<file path="src/sv/swp_pkg.sv">
`default_nettype none

package swp_pkg;

   // Default depth of the sample window.
   localparam int WINDOW_DEFAULT = 300;

   // Field and register widths.
   localparam int SAMPLE_W    = 16;
   localparam int FILL_W      = 9;
   localparam int INTERVAL_W  = 8;
   localparam int PCT_W       = 7;
   localparam int CSR_INDEX_W = 4;
   localparam int CSR_DATA_W  = 8;

   // Register indexes on the write port.
   localparam logic [CSR_INDEX_W-1:0] CSR_INTERVAL = 4'd0;
   localparam logic [CSR_INDEX_W-1:0] CSR_PCT      = 4'd1;

   // Register values after reset.
   localparam logic [INTERVAL_W-1:0] INTERVAL_RESET = 8'd10;
   localparam logic [PCT_W-1:0]      PCT_RESET      = 7'd95;

   // Rank arithmetic: k = (pct * (n - 1) + 50) / 100, with the division done
   // as a multiplication by 2^24 / 100 followed by one correction step.
   localparam logic [6:0]  RANK_ROUND   = 7'd50;
   localparam logic [6:0]  RANK_SCALE   = 7'd100;
   localparam int          RECIP_W      = 18;
   localparam int          RECIP_SHIFT  = 24;
   localparam logic [17:0] RECIP_MULT   = 18'd167772;
   localparam int          RANK_LATENCY = 4;

   typedef logic [SAMPLE_W-1:0] sample_type;

   // What one cell of the sorted chain shows its neighbors.
   typedef struct packed {
      sample_type value;
      logic       valid;
      logic       le_new;
      logic       lt_evict;
   } cell_link_type;

endpackage

`default_nettype wire

</file>
<file path="src/sv/swp_rank.sv">
`default_nettype none

module swp_rank #(
   parameter int CNT_W   = 9,
   parameter int INDEX_W = 9
) (
   input  wire logic                      clock,
   input  wire logic [swp_pkg::PCT_W-1:0] pct,
   input  wire logic [CNT_W-1:0]          last_index,
   output logic [INDEX_W-1:0]             rank
);

   import swp_pkg::*;

   localparam int PROD_W = PCT_W + CNT_W + 1;
   localparam int FULL_W = PROD_W + RECIP_W;
   localparam int Q_W    = PROD_W + RECIP_W - RECIP_SHIFT;

   logic [PROD_W-1:0]  prod_ff;
   logic [PROD_W-1:0]  prod_in;
   logic [PROD_W-1:0]  prod_hold_ff;
   logic [FULL_W-1:0]  recip_prod;
   logic [Q_W-1:0]     est_ff;
   logic [Q_W-1:0]     est_in;
   logic [PROD_W:0]    back;
   logic [PROD_W:0]    rem;
   logic [Q_W-1:0]     quot_ff;
   logic [Q_W-1:0]     quot_in;
   logic [PROD_W-1:0]  quot_ext;
   logic [PROD_W-1:0]  last_ext;
   logic [PROD_W-1:0]  clamp;
   logic [INDEX_W-1:0] rank_ff;

   // Scaled rank with rounding offset.
   assign prod_in = PROD_W'(pct) * PROD_W'(last_index) + PROD_W'(RANK_ROUND);

   // Quotient estimate by the reciprocal; it is exact or one short.
   assign recip_prod = FULL_W'(prod_ff) * FULL_W'(RECIP_MULT);
   assign est_in     = recip_prod[FULL_W-1 -: Q_W];

   // Correct the estimate with one compare of the remainder.
   assign back    = (PROD_W + 1)'(est_ff) * (PROD_W + 1)'(RANK_SCALE);
   assign rem     = {1'b0, prod_hold_ff} - back;
   assign quot_in = est_ff + Q_W'(rem >= (PROD_W + 1)'(RANK_SCALE));

   // A percent above 100 selects the largest held value.
   assign quot_ext = PROD_W'(quot_ff);
   assign last_ext = PROD_W'(last_index);
   assign clamp    = (quot_ext > last_ext) ? last_ext : quot_ext;

   always_ff @(posedge clock) begin
      prod_ff      <= prod_in;
      prod_hold_ff <= prod_ff;
      est_ff       <= est_in;
      quot_ff      <= quot_in;
      rank_ff      <= clamp[INDEX_W-1:0];
   end

   assign rank = rank_ff;

endmodule

`default_nettype wire

</file>
<file path="config.mk">
export PLATFORM = sky130hd
export DESIGN_NAME = swp_rank
export DESIGN_NICKNAME = d
export VERILOG_FILES = /design/src/sv/swp_pkg.sv /design/src/sv/swp_rank.sv
export SDC_FILE = /design/constraint.sdc
export NUM_CORES = 1
export LEC_CHECK = 0
export ABC_AREA = 1
export BUFFER_PORTS_ARGS = -buffer_cell sky130_fd_sc_hd__clkbuf_2
export CORE_ASPECT_RATIO = 2
export CORE_UTILIZATION = 33
export CTS_CLUSTER_DIAMETER = 50
export CTS_CLUSTER_SIZE = 14
export DETAILED_ROUTE_END_ITERATION = 10
export GPL_TIMING_DRIVEN = 0
export HOLD_SLACK_MARGIN = 0.12
export MAX_ROUTING_LAYER = met4
export PLACE_DENSITY = 0.45
export SETUP_SLACK_MARGIN = 0.3
export SKIP_LAST_GASP = 1
export SYNTH_ARGS = -nofsm -noshare
export SYNTH_HDL_FRONTEND = slang
export SYNTH_SLANG_ARGS = --single-unit
export TNS_END_PERCENT = 30
</file>
<file path="constraint.sdc">
create_clock -name clock -period 6.5 [get_ports clock]
set_input_delay 0 -clock clock [delete_from_list [all_inputs] [get_ports clock]]
set_output_delay 0 -clock clock [all_outputs]
set_load 0.02 [all_outputs]
</file>
# == Word level (Yosys, flattened, before mapping) ==
# Index checks and enable logic that the tools add are counted.
# word_totals
regBits,65
input_bits,17
out_inout_bits,9
elab_cells,14
# classes
addsub,3
mul,3
magnitude_cmp,2
n_mux,1
# ops
op,n
"17-bit by 16-bit multiplier with 33-bit output, second input constant",1
"18-bit by 7-bit >= comparator with 1-bit output, second input constant",1
17-bit by 18-bit subtractor with 18-bit output,1
"16-bit by 6-bit adder with 17-bit output, second input constant",1
"11-bit by 5-bit multiplier with 16-bit output, second input constant",1
7-bit by 9-bit multiplier with 16-bit output,1
11-bit by 1-bit adder with 11-bit output,1
11-bit by 9-bit > comparator with 1-bit output,1
9-bit two-way mux,1

# == Depth between registers and ports, before layout ==
# Gate-level depths: netlist of the first run.
# logic_depth
word_depth,4
depth_mapped,31

# == Least setup slack after synthesis of the first run ==
# OpenSTA, ideal clock, no wires.
# synth_timing
path_kind,register -> register
from,reg prod_ff[9]
to,reg est_ff[6]
t_arrival_ps,4473
required_time_ps,6388
slack_ps,1915
path_stages_with_launch,17
path_cell_list,dfxtp_1 > ha_1 > fa_1 > fa_1 > fa_1 > inv_1 > fa_1 > inv_1 > fa_1 > ha_1 > a21oi_1 > o21ai_0 > a21o_1 > a21oi_1 > nand2_1 > nand2_1 > nand2_1
# synth_between
elab_chain_cells,1
# synth_lines
element,line_no,rtl
start: declaration,swp_rank.sv:19,logic [PROD_W-1:0] prod_ff;
start signal: assignment,swp_rank.sv:52,prod_ff <= prod_in;
17-bit by 16-bit multiplier with 33-bit output,swp_rank.sv:38,assign recip_prod = FULL_W'(prod_ff) * FULL_W'(RECIP_MULT);
via recip_prod[30],swp_rank.sv:22,logic [FULL_W-1:0] recip_prod;
end signal: assignment,swp_rank.sv:54,est_ff <= est_in;
end: declaration,swp_rank.sv:23,logic [Q_W-1:0] est_ff;
# The timed path passes the listed nets, and every way through them passes these cells.

# == Worst setup path after layout of the first run ==
# layout_timing
from,reg prod_ff[10]
to,reg est_ff[10]
# Same word-level chain as after synthesis.

==> results_dict.tcl, run 1 <==
set metrics [dict create \
    critPathLaunchType "flip-flop" \
    ys_types 36 \
    cts_root_buffer "clkbuf_16" \
    r2r_slack_ns 1.02 \
    layout.cells.most_common "inv_1" \
    route.met3.wl_um 409 \
    synth_nets 1821 \
    endpoint "est_ff[10]" \
    grt_overflow 0 \
    drt-met1-wl_um 10700 \
    clk_latency_ns 0.33 \
    antenna_cells 0 \
    clk_pin_slew_worst_paths_ns 0.06 \
    status "finished clean" \
    fin_nets 1843 \
    placed_cell_area_mm2 0.0122 \
    ant_nets 0 \
    die-area_mm2 0.0359 \
    fin_area_mm2 0.0125 \
    die_w_um 135 \
    grt_pass1_vias 9765 \
    yosys_warnings 0 \
    period_share_pct 84.3 \
    grt_max_degree 14 \
    route.met2.wl_um 19200 \
    core_mm2 0.0345 \
    setup_tns_ns 0 \
    detail_route.first_pass.iterations 6 \
    cpMostUsedCell "fa_1" \
    r2r-end "est_ff[10]" \
    drt_iter0_drc 193 \
    placementRows 96 \
    required_ns 6.72 \
    fp.dieH_um 267 \
    final.setup_skew_ns 0.0110 \
    slew_headroom_pct 45.2 \
    drc 0 \
    htree_levels 3 \
    cap_violations 0 \
    grt_pass1_wl_um 50700 \
    cts_buffers 9 \
    floorplan.initialDensity_pct 33.6 \
    endpoint_kind "flip-flop" \
    gp_congestion 0.870 \
    synthCells 1400 \
    cp_data_arrival_time_ns 5.71 \
    grt.total_usage_pct 19.4 \
    n_fill_cell 3621 \
    cp_max_fo 9 \
    antenna_found_initial 0 \
    min_from "last_index[7]" \
    reg2reg_from "prod_ff[10]" \
    cpMaxStageDelayCell "dfxtp_1" \
    top_layer_used "met4" \
    min_path_type "input port to flip-flop" \
    critPathLaunch "prod_ff[10]" \
    path_cells "ha_1, fa_1, inv_1, fa_1, fa_1, inv_1, fa_1, fa_1, ha_1, nand2_1, o21ai_0, a21oi_1, nand2_1, nand3_1, nand3b_1, nand2_1" \
    hold_viol_final 0 \
    r2r_cells 16 \
    grt_setup_unrepaired "false" \
    drive_gt1_share_pct 2.94 \
    cts_tree "done" \
    hold_depth 3 \
    clk_path_buf_depth 2 \
    syn_avg_cell_area_um2 8.28 \
    final_max_slew_viol_count 0 \
    clock-sinks 63 \
    vias 8901 \
    vias_per_cell 4.76 \
    worst_pin_slew_ns 0.821 \
    syn2layout_area_growth_pct 7.92 \
    ys_ff_latch 63 \
    fin_crit_ns 5.48 \
    seq_area_frac_synth_pct 10.9 \
    finalSetupViolations 0 \
    wire_per_inst_um 16.8 \
    path_class "flip-flop to flip-flop" \
    ios 26 \
    cpPeakStageDelay_ns 0.84 \
    synth_area_mm2 0.0116 \
    dp_hpwl_um 27800 \
    final_cell_mix "inv_1 (301), nand2_1 (289), ha_1 (252)" \
    fmax_mhz 182 \
    wirelength_um 31300 \
    io_buffers 10 \
]
==> timing repair <==
action,in CTS,in global routing
endpoints found under the hold margin,1,0
resized for setup,0,0
hold buffers,1,0
buffers inserted,0,0
==> per-stage QoR <==
| step | cells | setup slack (ns) | hold WS (ns) | util, % |
|---|---|---|---|---|
| 2_1_floorplan | 1400 | 1.92 | 0.294 | - |
| 3_3_place_gp | 1851 | 1.01 | 0.416 | 35.4 |
| 3_5_place_dp | 1851 | 0.950 | 0.417 | 35.4 |
| 4_1_cts | 1868 | 0.936 | 0.130 | 36.3 |
| 5_1_grt | 1868 | 0.676 | 0.167 | 36.3 |
| 6_report | 1868 | 1.02 | 0.161 | 36.3 |
==> routing by layer <==
metal,vias to the layer above,track usage (%)
met5,-,-
met4,0,6.29
met3,43,1.29
met2,93,40.5
met1,4317,17.8
li1,4448,-
==> cells in the mapped netlist <==
library cell / count / area [um2]
inv_1: 301 / 1130
nand2_1: 289 / 1080
ha_1: 252 / 3150
fa_1: 152 / 3040
nor2_1: 67 / 251
dfxtp_1: 63 / 1260
a21oi_1: 62 / 310
nand3_1: 52 / 260
xor2_1: 23 / 201
o21ai_0: 22 / 110
clkbuf_1: 16 / 60.1
xnor2_1: 14 / 123
o21ai_1: 13 / 65.1
a21o_1: 10 / 75.1
nand4_1: 10 / 62.6
nor3_1: 8 / 40.0
a31oi_1: 7 / 43.8
nand3b_1: 6 / 45.0
o21bai_1: 6 / 45.0
a21oi_2: 3 / 26.3
nand2_2: 3 / 18.8
nor3_2: 3 / 30.0
o21a_1: 3 / 22.5
nand3_2: 2 / 20.0
nor4_1: 2 / 12.5
a211oi_1: 1 / 7.51
a21boi_0: 1 / 7.51
a21boi_1: 1 / 7.51
and2_0: 1 / 6.26
buf_6: 1 / 11.3
nor4_2: 1 / 12.5
o2111ai_1: 1 / 8.76
o211ai_2: 1 / 12.5
o31ai_1: 1 / 7.51
or2_2: 1 / 6.26
or2_4: 1 / 8.76
==> worst max-delay path: cells and delay by family (launching register included) <==
kind	cells	cell delay [ns]
buf+inv	2	0.10
fa+ha+maj	7	3.35
compound gates	2	0.53
flops	1	0.84
simple gates	5	0.53
==> state kept, by name, indices dropped and copies added, names as in the netlist <==
signal,flops
prod_ff,17
prod_hold_ff,15
quot_ff,11
est_ff,11
rank,9
==> kinds of logic after synthesis <==
family,synth area share (%)
DFF,10.9
xor gates and xnor gates,2.80
adders and majority gates,53.5
AOI/OAI and AO/OA,6.47
and+or+nand+nor,16.0
buffers and inverters,10.4
==> how the worst min path moves through the flow <==
| stage | to |
|---|---|
| 2_1_floorplan | prod_ff[0] |
| 3_3_place_gp | rank[0] |
| 3_5_place_dp | rank[0] |
| 4_1_cts | rank[3] |
| 5_1_grt | rank[3] |
| 6_report | rank[7] |
==> layout make-up <==
type	count	area (um2)	share of cell area [%]
buffer	17	71.3	0.570
sequential	63	1260	10.1
clock inverter	7	81.3	0.650
inverter	301	1130	9.03
clock buffer	9	225	1.80
tap	441	552	4.41
multi-input combinational	1019	9130	73.0
timing repair buffer	11	60.1	0.480
Power of run 1 is not shown: default switching activity piles up to over one toggle a cycle in this logic, so the estimate is an artifact.
==> inputs of run 2 (changes only) <==
--- a/config.mk
+++ b/config.mk
@@ -15,7 +15,7 @@
 export GPL_TIMING_DRIVEN = 0
 export HOLD_SLACK_MARGIN = 0.12
 export MAX_ROUTING_LAYER = met4
-export PLACE_DENSITY = 0.45
+export PLACE_DENSITY = 0.47
 export SETUP_SLACK_MARGIN = 0.3
 export SKIP_LAST_GASP = 1
 export SYNTH_ARGS = -nofsm -noshare
==> constraint.sdc (replaced) <==
create_clock -name clock -period 4.4 [get_ports clock]
set_input_delay 0 -clock clock [delete_from_list [all_inputs] [get_ports clock]]
set_output_delay 0 -clock clock [all_outputs]
set_load 0.02 [all_outputs]
==> results_dict.tcl, run 2 (synthesis gave the netlist of run 1 again) <==
set metrics [dict create \
    status "complete, but fails checks" \
    violations "setup timing" \
    grt_max_degree 13 \
    stdcell_count 1917 \
    grt_pass1_vias 9832 \
    cp_max_fo 5 \
    min_from "last_index[3]" \
    antenna_cells 0 \
    floorplan.initialDensity_pct 33.6 \
    syn2layout_area_growth_pct 20.1 \
    final_cell_mix "inv_1 (294), nand2_1 (264), ha_1 (213)" \
    antenna_found_initial 0 \
    hold_viol_final 0 \
    ios 26 \
    required_ns 4.61 \
    grt_overflow 0 \
    critPathLaunch "prod_ff[10]" \
    grt.total_usage_pct 19.3 \
    min_path_type "input port to flip-flop" \
    fp.dieH_um 267 \
    cts_root_buffer "clkbuf_16" \
    core_mm2 0.0345 \
    worst_pin_slew_ns 0.499 \
    finalSetupViolations 14 \
    reg2reg_from "prod_ff[10]" \
    top_register "prod_ff" \
    drive_gt1_share_pct 17.4 \
    clk_pin_slew_worst_paths_ns 0.06 \
    cap_violations 0 \
    largest_reg_flops 17 \
    endpoint_kind "flip-flop" \
    layout.cells.most_common "inv_1" \
    r2r_cells 18 \
    final.setup_skew_ns 0.00731 \
    clock-sinks 63 \
    die-area_mm2 0.0359 \
    hold_depth 3 \
    clk_latency_ns 0.33 \
    cp_data_arrival_time_ns 4.83 \
    ant_nets 0 \
    detail_route.first_pass.iterations 5 \
    period_share_pct 105 \
    wire_per_inst_um 16.8 \
    fin_nets 1892 \
    grt_setup_unrepaired "true" \
    grt_pass1_wl_um 50600 \
    final_max_slew_viol_count 0 \
    die_w_um 135 \
    dp_hpwl_um 27400 \
    wirelength_um 32200 \
    clk_path_buf_depth 2 \
    fmax_mhz 216 \
    placementRows 96 \
    cts_buffers 9 \
    slew_headroom_pct 66.7 \
    drt_iter0_drc 229 \
    top_regs "prod_ff (17), prod_hold_ff (15)" \
    cts_tree "done" \
    io_buffers 10 \
    vias_per_cell 4.78 \
    dp.cells 1851 \
    drc 0 \
    gp_congestion 0.897 \
    fin_util_pct 40.4 \
    htree_levels 3 \
    fin_crit_ns 4.62 \
    critPathLaunchType "flip-flop" \
    path_class "flip-flop to flip-flop" \
    vias 9164 \
    worst_slack_ns -0.223 \
]
run 2: cell count changes in the layout (fill, tap and decap cells not counted), sizes merged:
| cell | before | now |
|---|---|---|
| buf | 1 | 50 |
| bufinv | 1 | 0 |
| clkbuf | 35 | 36 |
| clkinv | 3 | 2 |
| clkinvlp | 1 | 2 |
run 2: layer usage:
| layer | GRT usage (%) | part of all wire (%) |
|---|---|---|
| met1 | 17.2 | 34 |
| met2 | 40.9 | 62 |
| met3 | 1.18 | 0.79 |
| met4 | 6.53 | 3.2 |
| met5 | - | 0 |
run 2: metrics by stage:
step | setup TNS, ns | cell area [um2] | hold WS [ns] | setup WS, ns
after floorplan | 0 | 11800 | 0.294 | 0.176
after global placement | -8.09 | 12400 | 0.417 | -0.664
after detailed placement | -7.71 | 12400 | 0.412 | -0.672
after CTS | -2.56 | 13400 | 0.137 | -0.264
after global routing | -5.13 | 13900 | 0.183 | -0.370
final | -1.95 | 13900 | 0.140 | -0.223
run 2: final timing paths:
check	endpoint	slack, ns
worst max-delay path	est_ff[7]	-0.22
worst min-delay path	rank[3]	0.14
worst max register to register	est_ff[7]	-0.22
worst min register to register	prod_hold_ff[3]	0.47
run 2: final cells by class:
class                   count  area, um2
plain buffers              17       71.3
clock buffers              10        239
repair buffers             60        519
inverters                 301       1130
fillers                  3516      20500
well taps                 441        552
multi-input cells        1019      10000
clock inverters             6       43.8
flip-flops and latches     63       1350
run 2: what timing repair did:
item                                    in CTS  in global routing
endpoints found under the setup margin      22                 22
endpoints found under the hold margin        1                  0
pin swaps                                   42                 43
hold buffers                                 1                  0
gates resized for setup                     82                 86
buffers inserted                            30                 19
run 2: worst max-delay path, cell delays in order, from the launching register on:
cell     delay [ns]
dfxtp_4        0.39
buf_12         0.15
buf_12         0.12
ha_1           0.28
fa_2           0.44
fa_1           0.39
inv_1          0.08
fa_1           0.41
inv_1          0.08
fa_1           0.44
fa_1           0.50
ha_4           0.34
nand2_1        0.13
nor2_1         0.17
nand3_1        0.10
nand3_1        0.13
nand3_1        0.14
nand3_1        0.12
nand2_1        0.09
Power of run 2 is left out for the same reason.
