[src/sv/swp_pkg.sv]
`default_nettype none

package swp_pkg;

   // Default depth of the sample window.
   localparam int WINDOW_DEFAULT = 300;

   // Field and register widths.
   localparam int SAMPLE_W    = 16;
   localparam int FILL_W      = 9;
   localparam int INTERVAL_W  = 8;
   localparam int PCT_W       = 7;
   localparam int CSR_INDEX_W = 4;
   localparam int CSR_DATA_W  = 8;

   // Register indexes on the write port.
   localparam logic [CSR_INDEX_W-1:0] CSR_INTERVAL = 4'd0;
   localparam logic [CSR_INDEX_W-1:0] CSR_PCT      = 4'd1;

   // Register values after reset.
   localparam logic [INTERVAL_W-1:0] INTERVAL_RESET = 8'd10;
   localparam logic [PCT_W-1:0]      PCT_RESET      = 7'd95;

   // Rank arithmetic: k = (pct * (n - 1) + 50) / 100, with the division done
   // as a multiplication by 2^24 / 100 followed by one correction step.
   localparam logic [6:0]  RANK_ROUND   = 7'd50;
   localparam logic [6:0]  RANK_SCALE   = 7'd100;
   localparam int          RECIP_W      = 18;
   localparam int          RECIP_SHIFT  = 24;
   localparam logic [17:0] RECIP_MULT   = 18'd167772;
   localparam int          RANK_LATENCY = 4;

   typedef logic [SAMPLE_W-1:0] sample_type;

   // What one cell of the sorted chain shows its neighbors.
   typedef struct packed {
      sample_type value;
      logic       valid;
      logic       le_new;
      logic       lt_evict;
   } cell_link_type;

endpackage

`default_nettype wire

[src/sv/swp_cell.sv]
`default_nettype none

module swp_cell #(
   parameter int INDEX_W    = 9,
   parameter int CELL_INDEX = 0
) (
   input  wire logic                  clock,
   input  wire logic                  reset,
   input  wire logic                  step,
   input  wire logic                  shift,
   input  wire logic                  full,
   input  wire logic                  evict_low,
   input  wire swp_pkg::sample_type   new_sample,
   input  wire swp_pkg::sample_type   evict_value,
   input  wire logic [INDEX_W-1:0]    rank,
   input  wire swp_pkg::cell_link_type left,
   input  wire swp_pkg::cell_link_type right,
   input  wire swp_pkg::sample_type   pass_prev,
   output swp_pkg::cell_link_type     link,
   output swp_pkg::sample_type        pass_out
);

   import swp_pkg::*;

   sample_type value_ff;
   sample_type value_in;
   logic       valid_ff;
   logic       valid_in;
   sample_type pass_ff;
   sample_type pass_in;

   // Compare the held value against the incoming and the outgoing sample.
   always_comb begin
      link.value    = value_ff;
      link.valid    = valid_ff;
      link.le_new   = valid_ff & (value_ff <= new_sample);
      link.lt_evict = full ? (valid_ff & (value_ff < evict_value)) : valid_ff;
   end

   // Next content of the cell. When the evicted value lies at or below the new
   // sample, the cells between the two close up toward the low end; otherwise
   // they move up by one toward the evicted entry or the end of the fill.
   always_comb begin
      value_in = value_ff;
      valid_in = valid_ff;
      if (evict_low) begin
         priority if (link.lt_evict) begin
            value_in = value_ff;
         end else if (right.le_new) begin
            value_in = right.value;
            valid_in = right.valid;
         end else if (link.le_new) begin
            value_in = new_sample;
            valid_in = 1'b1;
         end else begin
            value_in = value_ff;
         end
      end else begin
         priority if (link.le_new) begin
            value_in = value_ff;
         end else if (left.le_new) begin
            value_in = new_sample;
            valid_in = 1'b1;
         end else if (left.lt_evict) begin
            value_in = left.value;
            valid_in = left.valid;
         end else begin
            value_in = value_ff;
         end
      end
   end

   // The readout bus picks up this cell's value when its place is the rank.
   assign pass_in = (rank == INDEX_W'(CELL_INDEX)) ? value_ff : pass_prev;

   always_ff @(posedge clock) begin
      if (reset) begin
         valid_ff <= 1'b0;
      end else if (step) begin
         valid_ff <= valid_in;
      end
   end

   always_ff @(posedge clock) begin
      if (step) begin
         value_ff <= value_in;
      end
      if (shift) begin
         pass_ff <= pass_in;
      end
   end

   assign pass_out = pass_ff;

endmodule

`default_nettype wire

[config.mk]
export PLATFORM = sky130hd
export DESIGN_NAME = swp_cell
export DESIGN_NICKNAME = d
export VERILOG_FILES = /design/src/sv/swp_pkg.sv /design/src/sv/swp_cell.sv
export SDC_FILE = /design/constraint.sdc
export NUM_CORES = 1
export LEC_CHECK = 0
export ABC_CLOCK_PERIOD_IN_PS = 2900
export BUFFER_PORTS_ARGS = -buffer_cell sky130_fd_sc_hd__buf_2
export CAP_MARGIN = 20
export CORE_UTILIZATION = 41
export CTS_CLUSTER_SIZE = 8
export DETAILED_ROUTE_END_ITERATION = 16
export HOLD_SLACK_MARGIN = 0.02
export PLACE_DENSITY = 0.86
export SLEW_MARGIN = 20
export SYNTH_ARGS = -nofsm -noshare
export SYNTH_HDL_FRONTEND = slang
export SYNTH_SLANG_ARGS = --single-unit
[constraint.sdc]
create_clock -name clock -period 2.9 [get_ports clock]
set_clock_uncertainty 0.2 [all_clocks]
set_input_delay 0 -clock clock [delete_from_list [all_inputs] [get_ports clock]]
set_output_delay 0 -clock clock [all_outputs]
set_load 0.02 [all_outputs]
## After elaboration in Yosys (flattened, before gate mapping)

Cells that the tools add are included.

- Flip-flop bits (word level): 33
- Logic and storage cells: 29
- Output and inout bits: 35

- Order comparisons: 2
- Mux-type cells: 16
- Bitwise operators: 2
- Reductions and logical operators: 3
- Eq/ne operators: 3

Operators by type and width:

| cell | number |
|---|---|
| $mux 16 | 8 |
| $le 16x16->1 | 1 |
| $lt 16x16->1 | 1 |
| $logic_not 9->1 | 1 |
| $mux 1 | 8 |
| $reduce_and 5->1 | 1 |
| $ne 2x2->1 const B | 2 |
| $ne 3x1->1 const B | 1 |
| $reduce_bool 3->1 | 1 |
| $and 1x1->1 | 2 |

## Depth between registers and ports, before layout

Gate-level depths: netlist (run 1).

- Depth after elaboration: 6
- Mapped depth: 8
- Gate-level depth less buffers: 8

## Least setup slack after synthesis (run 1)

Ideal clock, no wire load.

- Kind: register to register
- Start: reg value_ff[15]
- End: reg value_ff[0] (enable)
- Setup slack: -0.542 ns
- Library setup time: 0.394 ns
- Data arrival time: 2.847 ns
- Clock period less this slack: 3.442 ns
- Path buffers: 0
- Stages on the path, launching flop included: 8
- Path through: edfxtp_1 ha_1 nand2_2 nor4_4 o311ai_1 a32o_1 or3b_1 a21oi_1

RTL lines:

| element | RTL line | text |
|---|---|---|
| from (decl) | swp_cell.sv:25 | `sample_type value_ff;` |
| from (signal assigned) | swp_cell.sv:86 | `value_ff <= value_in;` |

## Worst setup path after layout (run 1)

- Start: reg value_ff[15]
- End: reg value_ff[8] (enable)

- Cells in the longest elaborated chain, start to end: 5
- Elaborated cells on any way between the ends: 9
- Those cells by class: order compare: 2; eq/ne: 3; mux: 1; bitwise: 2; reduce/logical: 1

RTL lines:

| element | RTL line | text |
|---|---|---|
| $lt 16x16->1 | swp_cell.sv:37 | `link.lt_evict = full ? (valid_ff & (value_ff < evict_value)) : valid_ff;` |
| $and 1x1->1 | swp_cell.sv:37 |  |
| $mux 1 | swp_cell.sv:37 |  |
| $ne 2x2->1 (no line) | - |  |
| $reduce_and 5->1 (no line) * | - |  |

Mark *: on every way between the ends. The rest lies on a longest branch, timed or not.
A chain may end at the register's enable or synchronous reset.

==> results.json, run 1 <==
{
  "tightest_slew_ns": 0.957,
  "grt_pass1_vias": 2653,
  "required_ns": 2.70,
  "worst_hold_path.num_cells": 5,
  "grt_pass1_wl_mm": 12.2,
  "cp.arrival_ns": 2.63,
  "period_minus_slack_ns": 2.83,
  "dpl-instance-area_um2": 3240,
  "dp_hpwl_mm": 5.50,
  "cpPeakStageDelay_ns": 0.45,
  "dpl_worst_slack_ns": 0.0718,
  "cpMaxStageDelayCell": "edfxtp_1",
  "clock_path_buffers": 2,
  "synth_cells": 242,
  "endpoint_kind": "flop",
  "filler_cell_count": 417,
  "synth_edf_count": 32,
  "synth_top_area_share_pct": 38.7,
  "core_um2": 5680,
  "fp.dieArea_um2": 6370,
  "clk_pin_slew_ns": 0.07,
  "drv_cap": 0,
  "ir_drop_mv": 0.200,
  "die_y_um": 79.8,
  "syn-num-nets": 374,
  "cts_made_buffers": 5,
  "gp_congestion": 0.817,
  "root_buffer": "clkbuf_8",
  "fmax_mhz": 354,
  "row_count": 27,
  "power_density_nw_per_um2": 364,
  "grt_usage_pct": 25.4,
  "drtIter0Drc": 144,
  "wl_per_cell_um": 15.6,
  "drc": 0,
  "nNetsFinal": 570,
  "synth.top_cells.by_area": "edfxtp_1 (39%), ha_1 (16%), inv_1 (7.0%)",
  "grt_max_degree": 18,
  "io_pins": 136,
  "finalHoldWorstSlack_ns": 0.0546,
  "grt_antenna_before_repair": 0,
  "cts_sinks": 33,
  "async_reset_ff_share_pct": 0,
  "area_delta_synth_final_pct": 59.3,
  "synth.distinct_cells": 42,
  "ys.warnings.count": 0,
  "path_class": "flop to flop",
  "vias": 2727,
  "final_area_um2": 3950,
  "yosysMostFrequentCell": "inv_1",
  "path_max_fanout": 16,
  "fin_crit_sh_pct": 97.5,
  "viasPerCell": 5.34,
  "dr.pass1.iters": 8,
  "cpLargestDelayFamily": "simple AND/OR/NAND/NOR gates",
  "regToRegSetupSlack_ns": 0.07,
  "insertion_delay_ns": 0.29,
  "start_util_pct": 43.7,
  "worstPathCellList": "ha_1 -> nand2_2 -> nor4_4 -> o311ai_1 -> a32o_2 -> or3b_4 -> a21oi_4 -> buf_12",
  "cts-htree-levels": 2,
  "min-delay-start": "left[2]",
  "slew_viol_final": 0,
  "finalWorstSetupSlack_ns": 0.0727,
  "synth_top_cells_by_count": "inv_1 (46), edfxtp_1 (32), ha_1 (31)",
  "start_kind": "flop",
  "n_antenna_cell": 0,
  "min_to": "valid_ff",
  "setup_viol": 0,
  "status": "finished, final reports clean",
  "final_antenna_net_count": 0,
  "drive_gt1_share_pct": 39.4,
  "crit_start": "value_ff[15]",
  "gr-total-overflow": 0,
  "r2r_end": "value_ff[8]",
  "path_buf_inv": 1,
  "r2r_cells": 8,
  "cts_tree": "built",
  "drt_wl_total_mm": 7.99,
  "io_buffers": 134,
  "synth_top_area_cell": "edfxtp_1",
  "leakage_nw": 1.96,
  "hold_viol_final": 0,
  "synth_seq_cells": 33,
  "relSlewSlack_pct": 34.3,
  "syn-cell-area_um2": 2480,
  "hold_path_class": "input pin to flop",
  "reg2reg_from": "value_ff[15]",
  "syn_avg_cell_area_um2": 10.3,
  "ys.flop_type": "edfxtp_1",
  "yosysSeqAreaShare_pct": 39.5,
  "dieWidth_um": 79.8
}
-- worst max path at each step --
stage | endpoint | slack [ns] | cells past startpoint
final | value_ff[8] | 0.07 | 8
after floorplan | value_ff[0] | -0.05 | 7
after global placement | value_ff[2] | 0.13 | 8
after CTS | value_ff[2] | 0.06 | 8
after global routing | value_ff[4] | -0.02 | 8
after detailed placement | value_ff[6] | 0.07 | 8
-- cells in the final DEF (no fill, tap or decap), drive strengths merged, types with 2 or more instances in the layout --
| cell | count |
|---|---|
| nor2b | 6 |
| o21ai | 8 |
| clkinv | 3 |
| mux2 | 15 |
| dlygate4sd3 | 56 |
| clkbuf | 5 |
| nor2 | 13 |
| edfxtp | 32 |
| ha | 31 |
| buf | 139 |
| inv | 46 |
| a21oi | 21 |
| a211oi | 6 |
| a222oi | 9 |
| mux2i | 6 |
| or3b | 2 |
| nor4 | 3 |
| nand4 | 4 |
| nor3 | 3 |
| nand2 | 12 |
-- final cells by class --
type / instances / area (µm²) / share of cell area, %
timing repair buffer: 195 / 1280 / 32.4
tap: 72 / 90.1 / 2.28
multi-input combinational: 157 / 1350 / 34.0
inverter: 46 / 173 / 4.37
clock buffer: 5 / 68.8 / 1.74
clock inverter: 3 / 12.5 / 0.317
sequential: 33 / 981 / 24.8
-- worst min-delay path, cell delays in order --
cell	delay (ns)
buf_2	0.07
or3b_1	0.10
a21oi_1	0.08
a21oi_1	0.15
a311o_1	0.11
-- sequential cells by signal, summed over array words and instances (netlist names) --
name,cells
value_ff,16
pass_out,16
valid_ff,1
-- through the flow --
step                      std cells  total power [mW]  utilization, %  TNS [ns]
final                           511              1.44            69.6         0
after global placement          443             0.995            57.1         0
after detailed placement        443              1.01            57.1         0
after CTS                       507              1.41            68.4         0
after floorplan                 242             0.841               -    -0.835
after global routing            511              1.51            69.6    -0.292
-- layer usage --
layer	track usage, %	wire length (µm)	share of wire [%]	vias up
met5	0	0	0	-
met4	8.57	175	2.2	0
met3	5.49	629	7.9	17
met2	46.3	4010	50	138
met1	29.0	3170	40	1279
li1	-	-	-	1293
-- kinds of logic after synthesis --
family                   after synthesis  share of synthesized area (%)
AO/OA/AOI/OAI                         58                           16.3
adder cells (fa/ha/maj)               31                           15.6
buffers and inverters                 52                           8.42
flip-flops                            33                           39.5
multiplexers                          21                           9.23
AND/OR/NAND/NOR                       47                           10.9
-- report_power, final --
group,internal [mW],switching (mW),total [mW]
Clock,0.161,0.172,0.334
Sequential,0.572,0.0298,0.602
Combinational,0.248,0.254,0.502
Total,0.981,0.456,1.44
-- repair_timing --
| item | in CTS | in global routing |
|---|---|---|
| buffers inserted | 0 | 4 |
| hold endpoints to repair | 49 | 0 |
| resized for setup | 0 | 5 |
| endpoints found under the setup margin | 0 | 16 |
| hold buffers | 56 | 0 |
No activity file was read; power rests on OpenSTA's default activity.
==> run 2: changes to the inputs <==
==> config.mk (replaced) <==
export PLATFORM = sky130hd
export DESIGN_NAME = swp_cell
export DESIGN_NICKNAME = d
export VERILOG_FILES = /design/src/sv/swp_pkg.sv /design/src/sv/swp_cell.sv
export SDC_FILE = /design/constraint.sdc
export NUM_CORES = 1
export LEC_CHECK = 0
export ABC_CLOCK_PERIOD_IN_PS = 2900
export CAP_MARGIN = 20
export CORE_UTILIZATION = 40
export CTS_CLUSTER_SIZE = 8
export DETAILED_ROUTE_END_ITERATION = 16
export DONT_BUFFER_PORTS = 1
export HOLD_SLACK_MARGIN = 0.02
export PLACE_DENSITY = 0.64
export SLEW_MARGIN = 0
export SYNTH_ARGS = -nofsm -noshare
export SYNTH_HDL_FRONTEND = slang
export SYNTH_SLANG_ARGS = --single-unit
==> run 2 against run 1 <==
Compared with the run above: routed wire length decreased by 15%; clock power increased by 2%; power decreased by 6.0%; setup slack improved by 0.027 ns; critical endpoint is now value_ff[14]; clock-buffer cell count increased by 1; cell area decreased by 14%.
==> results.json, run 2 (synthesis results as in run 1) <==
{
  "core_um2": 5960,
  "power_density_nw_per_um2": 398,
  "insertion_delay_ns": 0.29,
  "area_delta_synth_final_pct": 36.9,
  "fin_crit_sh_pct": 96.6,
  "fmax_mhz": 357,
  "worstPathCellList": "ha_1 -> nand2_1 -> nor4_4 -> o311ai_1 -> a32o_2 -> or3b_4 -> a21oi_4 -> buf_12",
  "final_area_um2": 3400,
  "dieWidth_um": 80.8,
  "dp_hpwl_mm": 4.92,
  "viasPerCell": 5.43,
  "cts_tree": "built",
  "start_kind": "flop",
  "path_class": "flop to flop",
  "cpPeakStageDelay_ns": 0.45,
  "drive_gt1_share_pct": 17.0,
  "cpMaxStageDelayCell": "edfxtp_1",
  "required_ns": 2.70,
  "final_antenna_net_count": 0,
  "start_util_pct": 41.7,
  "regToRegSetupSlack_ns": 0.1,
  "grt_usage_pct": 20.6,
  "row_count": 28,
  "ir_drop_mv": 0.180,
  "vias": 2165,
  "hold_path_class": "input pin to flop",
  "setup_viol": 0,
  "nNetsFinal": 455,
  "grt_antenna_before_repair": 0,
  "slew_viol_final": 0,
  "n_antenna_cell": 0,
  "grt_pass1_vias": 2114,
  "place_inst": 333,
  "fin_cells": 399,
  "tightest_slew_ns": 0.778,
  "wl_per_cell_um": 16.9,
  "period_minus_slack_ns": 2.80,
  "drtIter0Drc": 111,
  "mostFrequentLayoutCells": "dlygate4sd3_1 (57), inv_1 (46), edfxtp_1 (32)",
  "die_y_um": 80.8,
  "cts_sinks": 33,
  "grt_setup_unrepaired": "false",
  "cts_made_buffers": 5,
  "cp.arrival_ns": 2.60,
  "drt_wl_total_mm": 6.75,
  "grt_max_degree": 18,
  "dr.pass1.iters": 5,
  "dpl-instance-area_um2": 2730,
  "drc": 0,
  "final_common_cell": "dlygate4sd3_1",
  "clock_path_buffers": 2,
  "clk_pin_slew_ns": 0.07,
  "status": "finished, final reports clean",
  "leakage_nw": 1.51,
  "drv_cap": 0,
  "hold_viol_final": 0,
  "relSlewSlack_pct": 48.0,
  "io_buffers": 0,
  "fp.dieArea_um2": 6520,
  "cts-htree-levels": 2,
  "path_max_fanout": 16,
  "root_buffer": "clkbuf_8",
  "gp_congestion": 0.894,
  "io_pins": 136,
  "grt_pass1_wl_mm": 9.99,
  "endpoint_kind": "flop",
  "gr-total-overflow": 0
}
[run 2: cell count changes in the layout (fill, tap and decap cells not counted), sizes merged]
cell,before,now
clkbuf,5,6
dlygate4sd3,56,57
buf,139,23
clkinv,3,2
[run 2: critical path: cells and delay by family, from the launching register on]
family / cells / cell delay, ns
and+or+nand+nor: 3 / 0.77
AOI/OAI and AO/OA: 3 / 0.60
DFF: 1 / 0.45
adders and majority gates: 1 / 0.32
buffers and inverters: 1 / 0.17
[run 2: worst paths after layout]
path | startpoint | cells after the start | end
setup / recovery | value_ff[13] | 8 | value_ff[14]
hold / removal | evict_low | 4 | value_ff[15]
setup reg to reg | value_ff[13] | 8 | value_ff[14]
hold reg to reg | value_ff[0] | 2 | pass_out[0]
[run 2: repair_timing]
item / in CTS / in global routing
setup buffers: 0 / 1
resized for setup: 0 / 1
endpoints found under the hold margin: 65 / 0
hold buffers: 57 / 0
setup endpoints to repair: 0 / 16
[run 2: layout make-up]
class,instances,area [µm²]
fill,502,2560
multi-input combinational,157,1310
sequential,33,981
timing repair buffer,80,756
inverter,46,173
tap,75,93.8
clock buffer,6,72.6
clock inverter,2,10.0
[run 2: metal layers]
metal | track usage [%] | routed length [µm]
met5 | 0 | 0
met4 | 6.79 | 103
met3 | 3.15 | 407
met2 | 35.6 | 3350
met1 | 26.1 | 2890
[run 2: power breakdown]
group / leakage, nW / internal (mW) / switching [mW]
clock network: 0.0450 / 0.166 / 0.174
logic: 1.15 / 0.197 / 0.185
registers: 0.315 / 0.574 / 0.0537
total: 1.51 / 0.937 / 0.413
[run 2: metrics by stage]
| step | utilization, % | TNS [ns] | power [mW] | setup slack [ns] | hold slack [ns] |
|---|---|---|---|---|---|
| global placement | 45.9 | 0 | 0.920 | 0.105 | -0.0867 |
| global route | 57.0 | 0 | 1.43 | 0.00129 | 0.0785 |
| finish | 57.0 | 0 | 1.35 | 0.0999 | 0.0613 |
| CTS | 56.8 | 0 | 1.35 | 0.0970 | 0.0383 |
| floorplan | - | -0.835 | 0.841 | -0.0522 | -0.0875 |
| detailed placement | 45.9 | 0 | 0.928 | 0.104 | -0.0866 |
